`config.mk`:
```
export PLATFORM = sky130hd
export DESIGN_NAME = coap_message_decoder_flat
export DESIGN_NICKNAME = d
export VERILOG_FILES = /design/src/rtl/coapd_pkg.sv /design/src/rtl/coapd_if.sv /design/src/rtl/coapd_step.sv /design/src/rtl/coap_message_decoder.sv /design/src/flat_wrapper.sv
export SDC_FILE = /design/constraint.sdc
export NUM_CORES = 1
export LEC_CHECK = 0
export BUFFER_PORTS_ARGS = -buffer_cell sky130_fd_sc_hd__clkbuf_2
export CORE_UTILIZATION = 62
export CTS_BUF_LIST = sky130_fd_sc_hd__clkbuf_8
export CTS_CLUSTER_SIZE = 25
export DETAILED_ROUTE_END_ITERATION = 12
export PLACE_DENSITY = 0.83
export SYNTH_ARGS = -nofsm -noshare
export SYNTH_HDL_FRONTEND = slang
export SYNTH_SLANG_ARGS = --single-unit
```
`constraint.sdc`:
```
create_clock -name clk -period 6.6 [get_ports clk]
set_input_delay 1.32 -clock clk [delete_from_list [all_inputs] [get_ports clk]]
set_output_delay 1.32 -clock clk [all_outputs]
set_load 0.02 [all_outputs]
```
`src/rtl/coapd_pkg.sv`:
```
// Package for the CoAP message decoder: phase, kind and status codes,
// decoder state and result types. No dependencies.
package coapd_pkg;

  // Decoder phases
  localparam logic [3:0] PH_HDR     = 4'd0;
  localparam logic [3:0] PH_TOKEN   = 4'd1;
  localparam logic [3:0] PH_OPT     = 4'd2;
  localparam logic [3:0] PH_D1      = 4'd3;
  localparam logic [3:0] PH_D2H     = 4'd4;
  localparam logic [3:0] PH_D2L     = 4'd5;
  localparam logic [3:0] PH_L1      = 4'd6;
  localparam logic [3:0] PH_L2H     = 4'd7;
  localparam logic [3:0] PH_L2L     = 4'd8;
  localparam logic [3:0] PH_VALUE   = 4'd9;
  localparam logic [3:0] PH_PAYLOAD = 4'd10;
  localparam logic [3:0] PH_ERROR   = 4'd11;

  // Result kinds
  localparam logic [3:0] KIND_HEADER    = 4'd0;
  localparam logic [3:0] KIND_HDR_DONE  = 4'd1;
  localparam logic [3:0] KIND_TOKEN     = 4'd2;
  localparam logic [3:0] KIND_OPT_HDR   = 4'd3;
  localparam logic [3:0] KIND_OPT_START = 4'd4;
  localparam logic [3:0] KIND_OPT_VALUE = 4'd5;
  localparam logic [3:0] KIND_MARKER    = 4'd6;
  localparam logic [3:0] KIND_PAYLOAD   = 4'd7;
  localparam logic [3:0] KIND_IGNORED   = 4'd8;

  // Status codes
  localparam logic [2:0] ST_OK        = 3'd0;
  localparam logic [2:0] ST_BAD_DELTA = 3'd1;
  localparam logic [2:0] ST_BAD_LEN   = 3'd2;
  localparam logic [2:0] ST_TRUNC     = 3'd3;
  localparam logic [2:0] ST_OVERFLOW  = 3'd4;

  localparam logic [7:0]  PAYLOAD_MARKER = 8'hff;
  localparam logic [3:0]  NIB_EXT1       = 4'd13;
  localparam logic [3:0]  NIB_EXT2       = 4'd14;
  localparam logic [3:0]  NIB_BAD        = 4'd15;
  localparam logic [16:0] EXT1_BIAS      = 17'd13;
  localparam logic [16:0] EXT2_BIAS      = 17'd269;

  typedef struct packed {
    logic [3:0]  phase;
    logic [3:0]  byte_count;
    logic [1:0]  header_type;
    logic [7:0]  header_code;
    logic [15:0] header_id;
    logic [3:0]  token_len;
    logic [15:0] option_accum;
    logic [7:0]  delta_hi;       // high byte of a two-byte delta extension
    logic [7:0]  length_hi;      // high byte of a two-byte length extension
    logic [3:0]  length_nibble;
    logic [16:0] value_remaining;
    logic [2:0]  error_code;
  } state_t;

  localparam state_t STATE_RESET = state_t'('0);

  typedef struct packed {
    logic [3:0]  kind;
    logic [1:0]  msg_type;
    logic [7:0]  msg_code;
    logic [15:0] msg_id;
    logic [3:0]  token_len;
    logic [15:0] option_number;
    logic [16:0] option_length;
    logic [7:0]  data_byte;
    logic        end_of_message;
    logic [2:0]  status;
  } result_t;

endpackage

```
`src/rtl/coapd_if.sv`:
```
// Channel interfaces of the CoAP message decoder: raw byte input and
// classified result output. No dependencies.
interface coapd_in_if;
  logic       valid;
  logic       ready;
  logic [7:0] in_byte;
  logic       is_last;

  modport source(output valid, output in_byte, output is_last, input ready);
  modport sink(input valid, input in_byte, input is_last, output ready);
endinterface

interface coapd_out_if;
  logic        valid;
  logic        ready;
  logic [3:0]  kind;
  logic [1:0]  msg_type;
  logic [7:0]  msg_code;
  logic [15:0] msg_id;
  logic [3:0]  token_len;
  logic [15:0] option_number;
  logic [16:0] option_length;
  logic [7:0]  data_byte;
  logic        end_of_message;
  logic [2:0]  status;

  modport source(output valid, output kind, output msg_type, output msg_code,
                 output msg_id, output token_len, output option_number,
                 output option_length, output data_byte, output end_of_message,
                 output status, input ready);
  modport sink(input valid, input kind, input msg_type, input msg_code,
               input msg_id, input token_len, input option_number,
               input option_length, input data_byte, input end_of_message,
               input status, output ready);
endinterface

```
`src/rtl/coapd_step.sv`:
```
// Per-byte decode step: next decoder state and result for one byte.
// Depends on coapd_pkg.
module coapd_step (
  input  coapd_pkg::state_t  st,
  input  logic [7:0]         din,
  input  logic               last,
  output coapd_pkg::state_t  st_nxt,
  output coapd_pkg::result_t res
);
  import coapd_pkg::*;

  state_t      nx;
  logic [3:0]  dn;
  logic [3:0]  ln;
  logic [3:0]  cnt_inc;
  logic [16:0] d_val;
  logic [17:0] sum;
  logic [16:0] olen;
  logic        do_delta;
  logic        do_start;
  logic [3:0]  kind;
  logic [15:0] num;
  logic [16:0] len;
  logic [7:0]  data;

  assign dn      = din[7:4];
  assign ln      = din[3:0];
  assign cnt_inc = st.byte_count + 4'd1;

  // Delta candidate for the phase that completes it
  always_comb begin
    if (st.phase == PH_D1) begin
      d_val = {9'd0, din} + EXT1_BIAS;
    end else if (st.phase == PH_D2L) begin
      d_val = {1'b0, st.delta_hi, din} + EXT2_BIAS;
    end else begin
      d_val = {13'd0, dn};
    end
  end

  assign sum = {2'b00, st.option_accum} + {1'b0, d_val};

  always_comb begin
    nx       = st;
    kind     = KIND_IGNORED;
    num      = '0;
    len      = '0;
    data     = '0;
    do_delta = 1'b0;
    do_start = 1'b0;
    olen     = '0;

    unique case (st.phase)
      PH_HDR: begin
        if (st.byte_count == 4'd0) begin
          nx.header_type = din[5:4];
          nx.token_len   = din[3:0];
        end else if (st.byte_count == 4'd1) begin
          nx.header_code = din;
        end else if (st.byte_count == 4'd2) begin
          nx.header_id = {din, 8'h00};
        end else begin
          nx.header_id = {st.header_id[15:8], din};
        end
        if (st.byte_count >= 4'd3) begin
          kind          = KIND_HDR_DONE;
          nx.byte_count = '0;
          nx.phase      = (nx.token_len != 4'd0) ? PH_TOKEN : PH_OPT;
        end else begin
          kind          = KIND_HEADER;
          nx.byte_count = cnt_inc;
        end
      end
      PH_TOKEN: begin
        kind = KIND_TOKEN;
        data = din;
        if (cnt_inc >= st.token_len) begin
          nx.byte_count = '0;
          nx.phase      = PH_OPT;
        end else begin
          nx.byte_count = cnt_inc;
        end
      end
      PH_OPT: begin
        if (din == PAYLOAD_MARKER) begin
          kind     = KIND_MARKER;
          nx.phase = PH_PAYLOAD;
        end else begin
          kind = KIND_OPT_HDR;
          if (dn == NIB_BAD) begin
            nx.error_code = ST_BAD_DELTA;
            nx.phase      = PH_ERROR;
          end else if (ln == NIB_BAD) begin
            nx.error_code = ST_BAD_LEN;
            nx.phase      = PH_ERROR;
          end else begin
            nx.length_nibble = ln;
            if (dn == NIB_EXT1) begin
              nx.phase = PH_D1;
            end else if (dn == NIB_EXT2) begin
              nx.phase = PH_D2H;
            end else begin
              do_delta = 1'b1;
            end
          end
        end
      end
      PH_D1, PH_D2L: begin
        do_delta = 1'b1;
      end
      PH_D2H: begin
        kind        = KIND_OPT_HDR;
        nx.delta_hi = din;
        nx.phase    = PH_D2L;
      end
      PH_L1: begin
        do_start = 1'b1;
        olen     = {9'd0, din} + EXT1_BIAS;
      end
      PH_L2H: begin
        kind         = KIND_OPT_HDR;
        nx.length_hi = din;
        nx.phase     = PH_L2L;
      end
      PH_L2L: begin
        do_start = 1'b1;
        olen     = {1'b0, st.length_hi, din} + EXT2_BIAS;
      end
      PH_VALUE: begin
        kind = KIND_OPT_VALUE;
        data = din;
        if (st.value_remaining != '0) begin
          nx.value_remaining = st.value_remaining - 17'd1;
        end
        if (nx.value_remaining == '0) begin
          nx.phase = PH_OPT;
        end
      end
      PH_PAYLOAD: begin
        kind = KIND_PAYLOAD;
        data = din;
      end
      default: begin
        kind = KIND_IGNORED;
      end
    endcase

    // Complete a delta: add to the running number, then go on to the length
    if (do_delta) begin
      kind = KIND_OPT_HDR;
      if (sum[17:16] != 2'b00) begin
        nx.error_code = ST_OVERFLOW;
        nx.phase      = PH_ERROR;
      end else begin
        nx.option_accum = sum[15:0];
        if (nx.length_nibble == NIB_EXT1) begin
          nx.phase = PH_L1;
        end else if (nx.length_nibble == NIB_EXT2) begin
          nx.phase = PH_L2H;
        end else begin
          do_start = 1'b1;
          olen     = {13'd0, nx.length_nibble};
        end
      end
    end

    // Option header complete: report number and length
    if (do_start) begin
      kind               = KIND_OPT_START;
      num                = nx.option_accum;
      len                = olen;
      nx.value_remaining = olen;
      nx.phase           = (olen != '0) ? PH_VALUE : PH_OPT;
    end

    // Message ends mid-element
    if (last && nx.error_code == ST_OK && nx.phase != PH_OPT &&
        nx.phase != PH_PAYLOAD) begin
      nx.error_code = ST_TRUNC;
    end

    res.kind           = kind;
    res.msg_type       = nx.header_type;
    res.msg_code       = nx.header_code;
    res.msg_id         = nx.header_id;
    res.token_len      = nx.token_len;
    res.option_number  = num;
    res.option_length  = len;
    res.data_byte      = data;
    res.end_of_message = last;
    res.status         = nx.error_code;

    st_nxt = last ? STATE_RESET : nx;
  end

endmodule

```
`src/rtl/coap_message_decoder.sv`:
```
// CoAP message decoder (RFC 7252 framing), byte serial, one classified
// result item for every input item. One byte is accepted per clock cycle
// when the result side keeps up: a byte is first held in an input register,
// then classified by the combinational decode step against the decoder state,
// and the result lands in an output register, from which it is offered.
// The decode step (phase, counters and the 16-bit option number add) is
// combinational, which sets the rate of one item per cycle while the result
// side keeps up. The input side keeps accepting while a finished result
// waits, as long as the input register is free or moves on in that cycle.
// After the item flagged as the last byte of a message, all decoder state
// returns to its reset value, ready for the next message. Errors (bad
// nibble, option number overflow) mark the rest of the message as ignored;
// a message cut short inside the header, token or an option reports a
// truncated status on its last result. Depends on coapd_pkg and the
// interfaces in coapd_if.
module coap_message_decoder (
  input logic         clk,
  input logic         rst_n,
  coapd_in_if.sink    in_ch,
  coapd_out_if.source out_ch
);
  import coapd_pkg::*;

  // Input register
  logic       s1_valid_r;
  logic       s1_valid_nxt;
  logic [7:0] s1_byte_r;
  logic       s1_last_r;

  // Decoder state and result register
  state_t     state_r;
  state_t     state_nxt;
  result_t    res_nxt;
  result_t    out_res_r;
  logic       out_valid_r;
  logic       out_valid_nxt;

  logic       out_free;
  logic       s1_adv;
  logic       in_acc;

  // Output register can take a new result when empty or being drained
  assign out_free = !out_valid_r || out_ch.ready;
  // Advance the held byte through the decode step into the output register
  assign s1_adv   = s1_valid_r && out_free;
  assign in_ch.ready = !s1_valid_r || out_free;
  assign in_acc   = in_ch.valid && in_ch.ready;

  coapd_step u_step (
    .st     (state_r),
    .din    (s1_byte_r),
    .last   (s1_last_r),
    .st_nxt (state_nxt),
    .res    (res_nxt)
  );

  always_comb begin
    if (in_acc) begin
      s1_valid_nxt = 1'b1;
    end else if (s1_adv) begin
      s1_valid_nxt = 1'b0;
    end else begin
      s1_valid_nxt = s1_valid_r;
    end
  end

  always_comb begin
    if (s1_adv) begin
      out_valid_nxt = 1'b1;
    end else if (out_ch.ready) begin
      out_valid_nxt = 1'b0;
    end else begin
      out_valid_nxt = out_valid_r;
    end
  end

  // Control state
  always_ff @(posedge clk) begin
    if (!rst_n) begin
      s1_valid_r  <= 1'b0;
      out_valid_r <= 1'b0;
      state_r     <= STATE_RESET;
    end else begin
      s1_valid_r  <= s1_valid_nxt;
      out_valid_r <= out_valid_nxt;
      if (s1_adv) begin
        state_r <= state_nxt;
      end
    end
  end

  // Payload registers: hold until the next accepted item or result
  always_ff @(posedge clk) begin
    if (in_acc) begin
      s1_byte_r <= in_ch.in_byte;
      s1_last_r <= in_ch.is_last;
    end
    if (s1_adv) begin
      out_res_r <= res_nxt;
    end
  end

  assign out_ch.valid          = out_valid_r;
  assign out_ch.kind           = out_res_r.kind;
  assign out_ch.msg_type       = out_res_r.msg_type;
  assign out_ch.msg_code       = out_res_r.msg_code;
  assign out_ch.msg_id         = out_res_r.msg_id;
  assign out_ch.token_len      = out_res_r.token_len;
  assign out_ch.option_number  = out_res_r.option_number;
  assign out_ch.option_length  = out_res_r.option_length;
  assign out_ch.data_byte      = out_res_r.data_byte;
  assign out_ch.end_of_message = out_res_r.end_of_message;
  assign out_ch.status         = out_res_r.status;

endmodule

```
`src/flat_wrapper.sv`:
```
// flat-port wrapper written by rule: the top's interface ports become plain ports
module coap_message_decoder_flat import coapd_pkg::*;
  (clk, rst_n, in_ch_valid, in_ch_in_byte, in_ch_is_last, in_ch_ready, out_ch_valid, out_ch_kind, out_ch_msg_type, out_ch_msg_code, out_ch_msg_id, out_ch_token_len, out_ch_option_number, out_ch_option_length, out_ch_data_byte, out_ch_end_of_message, out_ch_status, out_ch_ready);
  coapd_in_if in_ch_i ();
  coapd_out_if out_ch_i ();
  input logic clk;
  input logic rst_n;
  input wire logic [$bits(in_ch_i.valid)-1:0] in_ch_valid;
  input wire logic [$bits(in_ch_i.in_byte)-1:0] in_ch_in_byte;
  input wire logic [$bits(in_ch_i.is_last)-1:0] in_ch_is_last;
  output wire logic [$bits(in_ch_i.ready)-1:0] in_ch_ready;
  output wire logic [$bits(out_ch_i.valid)-1:0] out_ch_valid;
  output wire logic [$bits(out_ch_i.kind)-1:0] out_ch_kind;
  output wire logic [$bits(out_ch_i.msg_type)-1:0] out_ch_msg_type;
  output wire logic [$bits(out_ch_i.msg_code)-1:0] out_ch_msg_code;
  output wire logic [$bits(out_ch_i.msg_id)-1:0] out_ch_msg_id;
  output wire logic [$bits(out_ch_i.token_len)-1:0] out_ch_token_len;
  output wire logic [$bits(out_ch_i.option_number)-1:0] out_ch_option_number;
  output wire logic [$bits(out_ch_i.option_length)-1:0] out_ch_option_length;
  output wire logic [$bits(out_ch_i.data_byte)-1:0] out_ch_data_byte;
  output wire logic [$bits(out_ch_i.end_of_message)-1:0] out_ch_end_of_message;
  output wire logic [$bits(out_ch_i.status)-1:0] out_ch_status;
  input wire logic [$bits(out_ch_i.ready)-1:0] out_ch_ready;
  assign in_ch_i.valid = in_ch_valid;
  assign in_ch_i.in_byte = in_ch_in_byte;
  assign in_ch_i.is_last = in_ch_is_last;
  assign in_ch_ready = in_ch_i.ready;
  assign out_ch_valid = out_ch_i.valid;
  assign out_ch_kind = out_ch_i.kind;
  assign out_ch_msg_type = out_ch_i.msg_type;
  assign out_ch_msg_code = out_ch_i.msg_code;
  assign out_ch_msg_id = out_ch_i.msg_id;
  assign out_ch_token_len = out_ch_i.token_len;
  assign out_ch_option_number = out_ch_i.option_number;
  assign out_ch_option_length = out_ch_i.option_length;
  assign out_ch_data_byte = out_ch_i.data_byte;
  assign out_ch_end_of_message = out_ch_i.end_of_message;
  assign out_ch_status = out_ch_i.status;
  assign out_ch_i.ready = out_ch_ready;
  coap_message_decoder u_core (.clk(clk), .rst_n(rst_n), .in_ch(in_ch_i), .out_ch(out_ch_i));
endmodule
```
* Word-level counts from Yosys, hierarchy flattened *
Cells that the tools add are included.

word-level totals
  register bits after elaboration = 184
  input bits = 13
  output and inout bits = 81
  word-level logic and storage cells = 161

cells by class
  add/sub/neg operators = 6
  order comparisons = 2
  equal/unequal tests = 21
  multiplexer cells = 73
  reduce and logical (&&, ||, !) cells = 32

operator list
  kind                   number
  $mux 17                10
  $mux 94                1
  $mux 4                 22
  $mux 16                4
  $pmux 4 s6             2
  $eq 4x4->1 const B     9
  $add 16x9->17 const B  2
  $pmux 17 s2            1
  $reduce_bool 17->1     2
  $mux 30                1
  $mux 3                 9
  $mux 24                1
  $mux 8                 3
  $add 16x17->18         1
  $logic_not 17->1       1
  $sub 17x1->17 const B  1
  $eq 4x3->1 const B     4
  $mux 1                 15
  $eq 4x2->1 const B     3
  $reduce_bool 2->1      5
  $add 8x4->9 const B    1
  $eq 4x1->1 const B     2
  $eq 8x8->1 const B     1
  $logic_not 4->1        2
  17 further kinds       31

* Longest topological paths before layout *
  depth after elaboration = 18
  depth in mapped cells = 19
  depth with buffers taken out = 16

* Cells and area by module *
From an unflattened synthesis, not the netlist that was laid out.

second synthesis, totals
  cells, all modules = 1283
  area total of the unflattened synthesis = 11123.2 µm²

modules (own cells, without submodules)
  module                instances  cells an instance  area each (µm²)  sequential area each (µm²)
  coap_message_decoder  1          505                6481.2           4564.4
  coapd_step            1          778                4642.0           0.0

* Worst setup path before layout *
Ideal clock, no wire load.

  path kind = input-to-reg
  from = input out_ch_ready
  to = register u_core.state_r[24] (netlist name)
  arrival = 5.594 ns
  path slack = 0.884 ns
  stages = 8
  buffers on the path = 2
  path through = nor2b_1 > nand2b_1 > clkbuf_1 > inv_1 > clkbuf_1 > o21ai_1 > mux2i_1 > nor2b_1

on the way
  longest elaborated chain between the ends = 3

RTL lines
  item                        line                        source
  start, declared             flat_wrapper.sv:23          input wire logic [$bits(out_ch_i.ready)-1:0] out_ch_ready;
  $logic_or 1x1->1            coap_message_decoder.sv:43  assign out_free = !out_valid_r || out_ch.ready;
  $logic_and 1x1->1           coap_message_decoder.sv:45  assign s1_adv = s1_valid_r && out_free;
  $reduce_and 2->1 (no line)  -
  end signal, assigned        coap_message_decoder.sv:87  state_r <= state_nxt;
  end, declared               coap_message_decoder.sv:31  state_t state_r;

No other way between the ends.
A chain may end at the register's enable or synchronous reset.

==> impl_metrics.env <==
export IMPL_critPathLaunchType="flip-flop"
export IMPL_synth_warnings=0
export IMPL_grt_pass1_wl_um=40400
export IMPL_ctsLongestPathBuffers=2
export IMPL_synth_flop_cell="dfxtp_1"
export IMPL_layout_commonest_cell="dfxtp_1"
export IMPL_ant_nets=0
export IMPL_first_global_vias=7852
export IMPL_cp_common_cell="a21oi_1"
export IMPL_vdd_ir_drop_max_uv=150
export IMPL_setup_repair_after_global_routing_missed_its_margin="no"
export IMPL_cp_slowest_cell="edfxtp_1"
export IMPL_core_area_um2=16000
export IMPL_detail_route_wirelength_um=25500
export IMPL_synth_top_area_share_pct=25.9
export IMPL_final_fill_count=1271
export IMPL_tritoncts_num_sinks=184
export IMPL_floorplan_die_area_um2=17000
export IMPL_endpoint_kind="flip-flop"
export IMPL_clock_skew_final_ns=0.0156
export IMPL_register_area_um2=4560
export IMPL_final_period_utilization_pct=77.4
export IMPL_die_h_um=130
export IMPL_syn_inst=1076
export IMPL_layout_common_cells="dfxtp_1, clkbuf_2, nor2b_1, nand2_1, edfxtp_1"
export IMPL_antenna_found_initial=0
export IMPL_holdBufCountCts=0
export IMPL_syn_area_um2=10200
export IMPL_clk_pin_slew_worst_paths_ns=0.10
export IMPL_share_of_cells_above_drive_strength_1_pct=16.8
export IMPL_hold_class="flip-flop to flip-flop"
export IMPL_vias=8553
export IMPL_maxSlewHeadroom_pct=40.4
export IMPL_dpl_cell_count=1334
export IMPL_max_cap_viol_count=0
export IMPL_largest_net_degree_at_the_start_of_global_routing=67
export IMPL_total_nets_final=1178
export IMPL_multi_input_area_um2=5330
export IMPL_tightest_slew_ns=0.886
export IMPL_ys_seq_area_share_pct=44.7
export IMPL_synth_async_sr_flop_share_pct=0
export IMPL_netlist_cell_type_count=80
export IMPL_post_cts_resize_count=0
export IMPL_wire_per_inst_um=18.7
export IMPL_syn_to_final_growth_pct=9.34
export IMPL_power_static_leakage_nw=4.16
export IMPL_setup_viol=0
export IMPL_synth_top_cells_by_area="edfxtp_1, dfxtp_1, nor2b_1"
export IMPL_cellPowerDensity_nw_per_um2=195
export IMPL_core_rowCount=46
export IMPL_yosys_register_bits=184
export IMPL_synth_top_area_cell="edfxtp_1"
export IMPL_fin_setup_tns_ns=0
export IMPL_critical_path_peak_fanout=18
export IMPL_finalCoreUtilization_pct=69.8
export IMPL_crit_arrival_ns=5.33
export IMPL_clock_insertion_delay_worst_skew_ns=0.49
export IMPL_cts_inserted_buffers=17
export IMPL_grt_usage_pct=30.9
export IMPL_drt_drc_violations_left=0
export IMPL_globalRoute_totalOverflow=0
export IMPL_post_synthesis_area_per_instance_um2=9.50
export IMPL_layout_setup_ws_ns=1.49
export IMPL_clock_tree_root_cell="clkbuf_8"
export IMPL_die_width_um=130
export IMPL_n_antenna_cell=0
export IMPL_dr_first_iter_drc_count=915
export IMPL_synth_fp_nets=1117
export IMPL_criticalPathCategory="flip-flop to flip-flop"
export IMPL_cts_htree_levels=4
export IMPL_slew_viol_final=0
export IMPL_pre_cts_slack_ns=1.66
export IMPL_post_layout_nonfiller_instances=1366
export IMPL_effective_utilization_at_floorplan_pct=63.9
export IMPL_tritoncts="done"
export IMPL_synth_edff_count=88
export IMPL_critical_path_max_stage_delay_ns=0.85
export IMPL_clock_fmax_ghz=0.196
export IMPL_final_period_minus_worst_setup_slack_ns=5.11
export IMPL_postCtsSetupBuffers=0
export IMPL_status="complete, no violations"
export IMPL_vias_per_cell=6.26
export IMPL_io_pins=94
export IMPL_timing_final_hold_violations=0
export IMPL_numPortBuffers=93
export IMPL_detailedRoute_firstPassIterationCount=6
export IMPL_worst_endpoint_required_ns=6.82
export IMPL_finalWeightedCongestion=0.957
export IMPL_hpwl_um=17600
export IMPL_path_cells="and4_1, a21oi_1, or3_1, a21oi_1, ha_1, a21oi_1, nand2_1, a2111oi_0, nand3_1, o21a_1, nor2_1, o2111ai_1, a2111oi_4, a21oi_1"
[layer usage]
layer / global-route usage [%] / part of all wire [%] / vias up
li1: - / - / 4058
met1: 42.6 / 44 / 4067
met2: 48.5 / 45 / 366
met3: 5.29 / 7.5 / 62
met4: 12.8 / 3.0 / 0
met5: 0 / 0 / -
[final cells by class]
| type | count | share of cell area [%] |
|---|---|---|
| clock inverter | 15 | 1.48 |
| sequential | 184 | 40.8 |
| multi-input combinational | 812 | 47.7 |
| tap | 216 | 2.42 |
| clock buffer | 17 | 2.09 |
| timing repair buffer | 103 | 4.84 |
| inverter | 19 | 0.649 |
[power breakdown]
group / switching (mW) / internal (mW)
registers: 0.0261 / 1.22
clock network: 0.457 / 0.315
logic: 0.104 / 0.0505
[sequential cells by signal (all words and copies together), names as in the netlist]
register / count
u_core.out_ch.data_byte: 8
u_core.out_ch.end_of_message: 1
u_core.out_ch.kind: 4
u_core.out_ch.msg_code: 8
u_core.out_ch.msg_id: 16
u_core.out_ch.msg_type: 2
u_core.out_ch.option_length: 17
u_core.out_ch.option_number: 16
u_core.out_ch.status: 3
u_core.out_ch.token_len: 4
u_core.out_ch.valid: 1
u_core.s1_byte_r: 8
u_core.s1_last_r: 1
u_core.s1_valid_r: 1
u_core.state_r: 94
[cell usage after synthesis (all sizes together) (23+ instances only)]
library cell	instances
nor2b	91
ha	27
o21ai	63
a22oi	49
clkbuf	47
nor3	24
nand2	92
and2	25
edfxtp	88
dfxtp	96
nand3	26
a21oi	70
mux2	23
mux2i	29
nor2	86
[cells by family (layout without fill, tap and decap cells)]
| family | Yosys count | count (layout) | share of synthesized area [%] |
|---|---|---|---|
| AOI/OAI and AO/OA | 278 | 278 | 18.3 |
| adders and majority gates | 28 | 28 | 3.50 |
| DFF | 184 | 184 | 44.7 |
| xor gates and xnor gates | 35 | 35 | 3.00 |
| and+or+nand+nor | 419 | 419 | 21.9 |
| buffers and inverters | 80 | 154 | 3.26 |
| muxes | 52 | 52 | 5.37 |
[per-stage QoR]
stage | total power [mW] | hold WS [ns] | cell area, um2
2_1_floorplan | 1.37 | 0.424 | 10200
3_3_place_gp | 1.42 | 0.475 | 10800
3_5_place_dp | 1.42 | 0.500 | 10800
4_1_cts | 2.17 | 0.515 | 11200
5_1_grt | 2.23 | 0.542 | 11200
6_report | 2.17 | 0.520 | 11200
[critical path: cells and delay by family, from the launching register on]
kind            cells  cell delay, ns
compound gates      8            2.20
simple gates        5            1.47
flops               1            0.85
fa+ha+maj           1            0.30
[path summary, 6_finish.rpt]
check / start / endpoint / slack [ns] / cells past startpoint
setup / recovery: u_core.s1_byte_r[4]$_DFFE_PP_ / u_core.out_ch.status[1]$_DFFE_PP_ / 1.49 / 14
hold / removal: u_core.state_r[10]$_SDFFE_PN0P_ / u_core.state_r[10]$_SDFFE_PN0P_ / 0.52 / 2
setup reg to reg: u_core.s1_byte_r[4]$_DFFE_PP_ / u_core.out_ch.status[1]$_DFFE_PP_ / 1.49 / 14
hold reg to reg: u_core.state_r[10]$_SDFFE_PN0P_ / u_core.state_r[10]$_SDFFE_PN0P_ / 0.52 / 2
No activity file was read; power rests on OpenSTA's default activity.
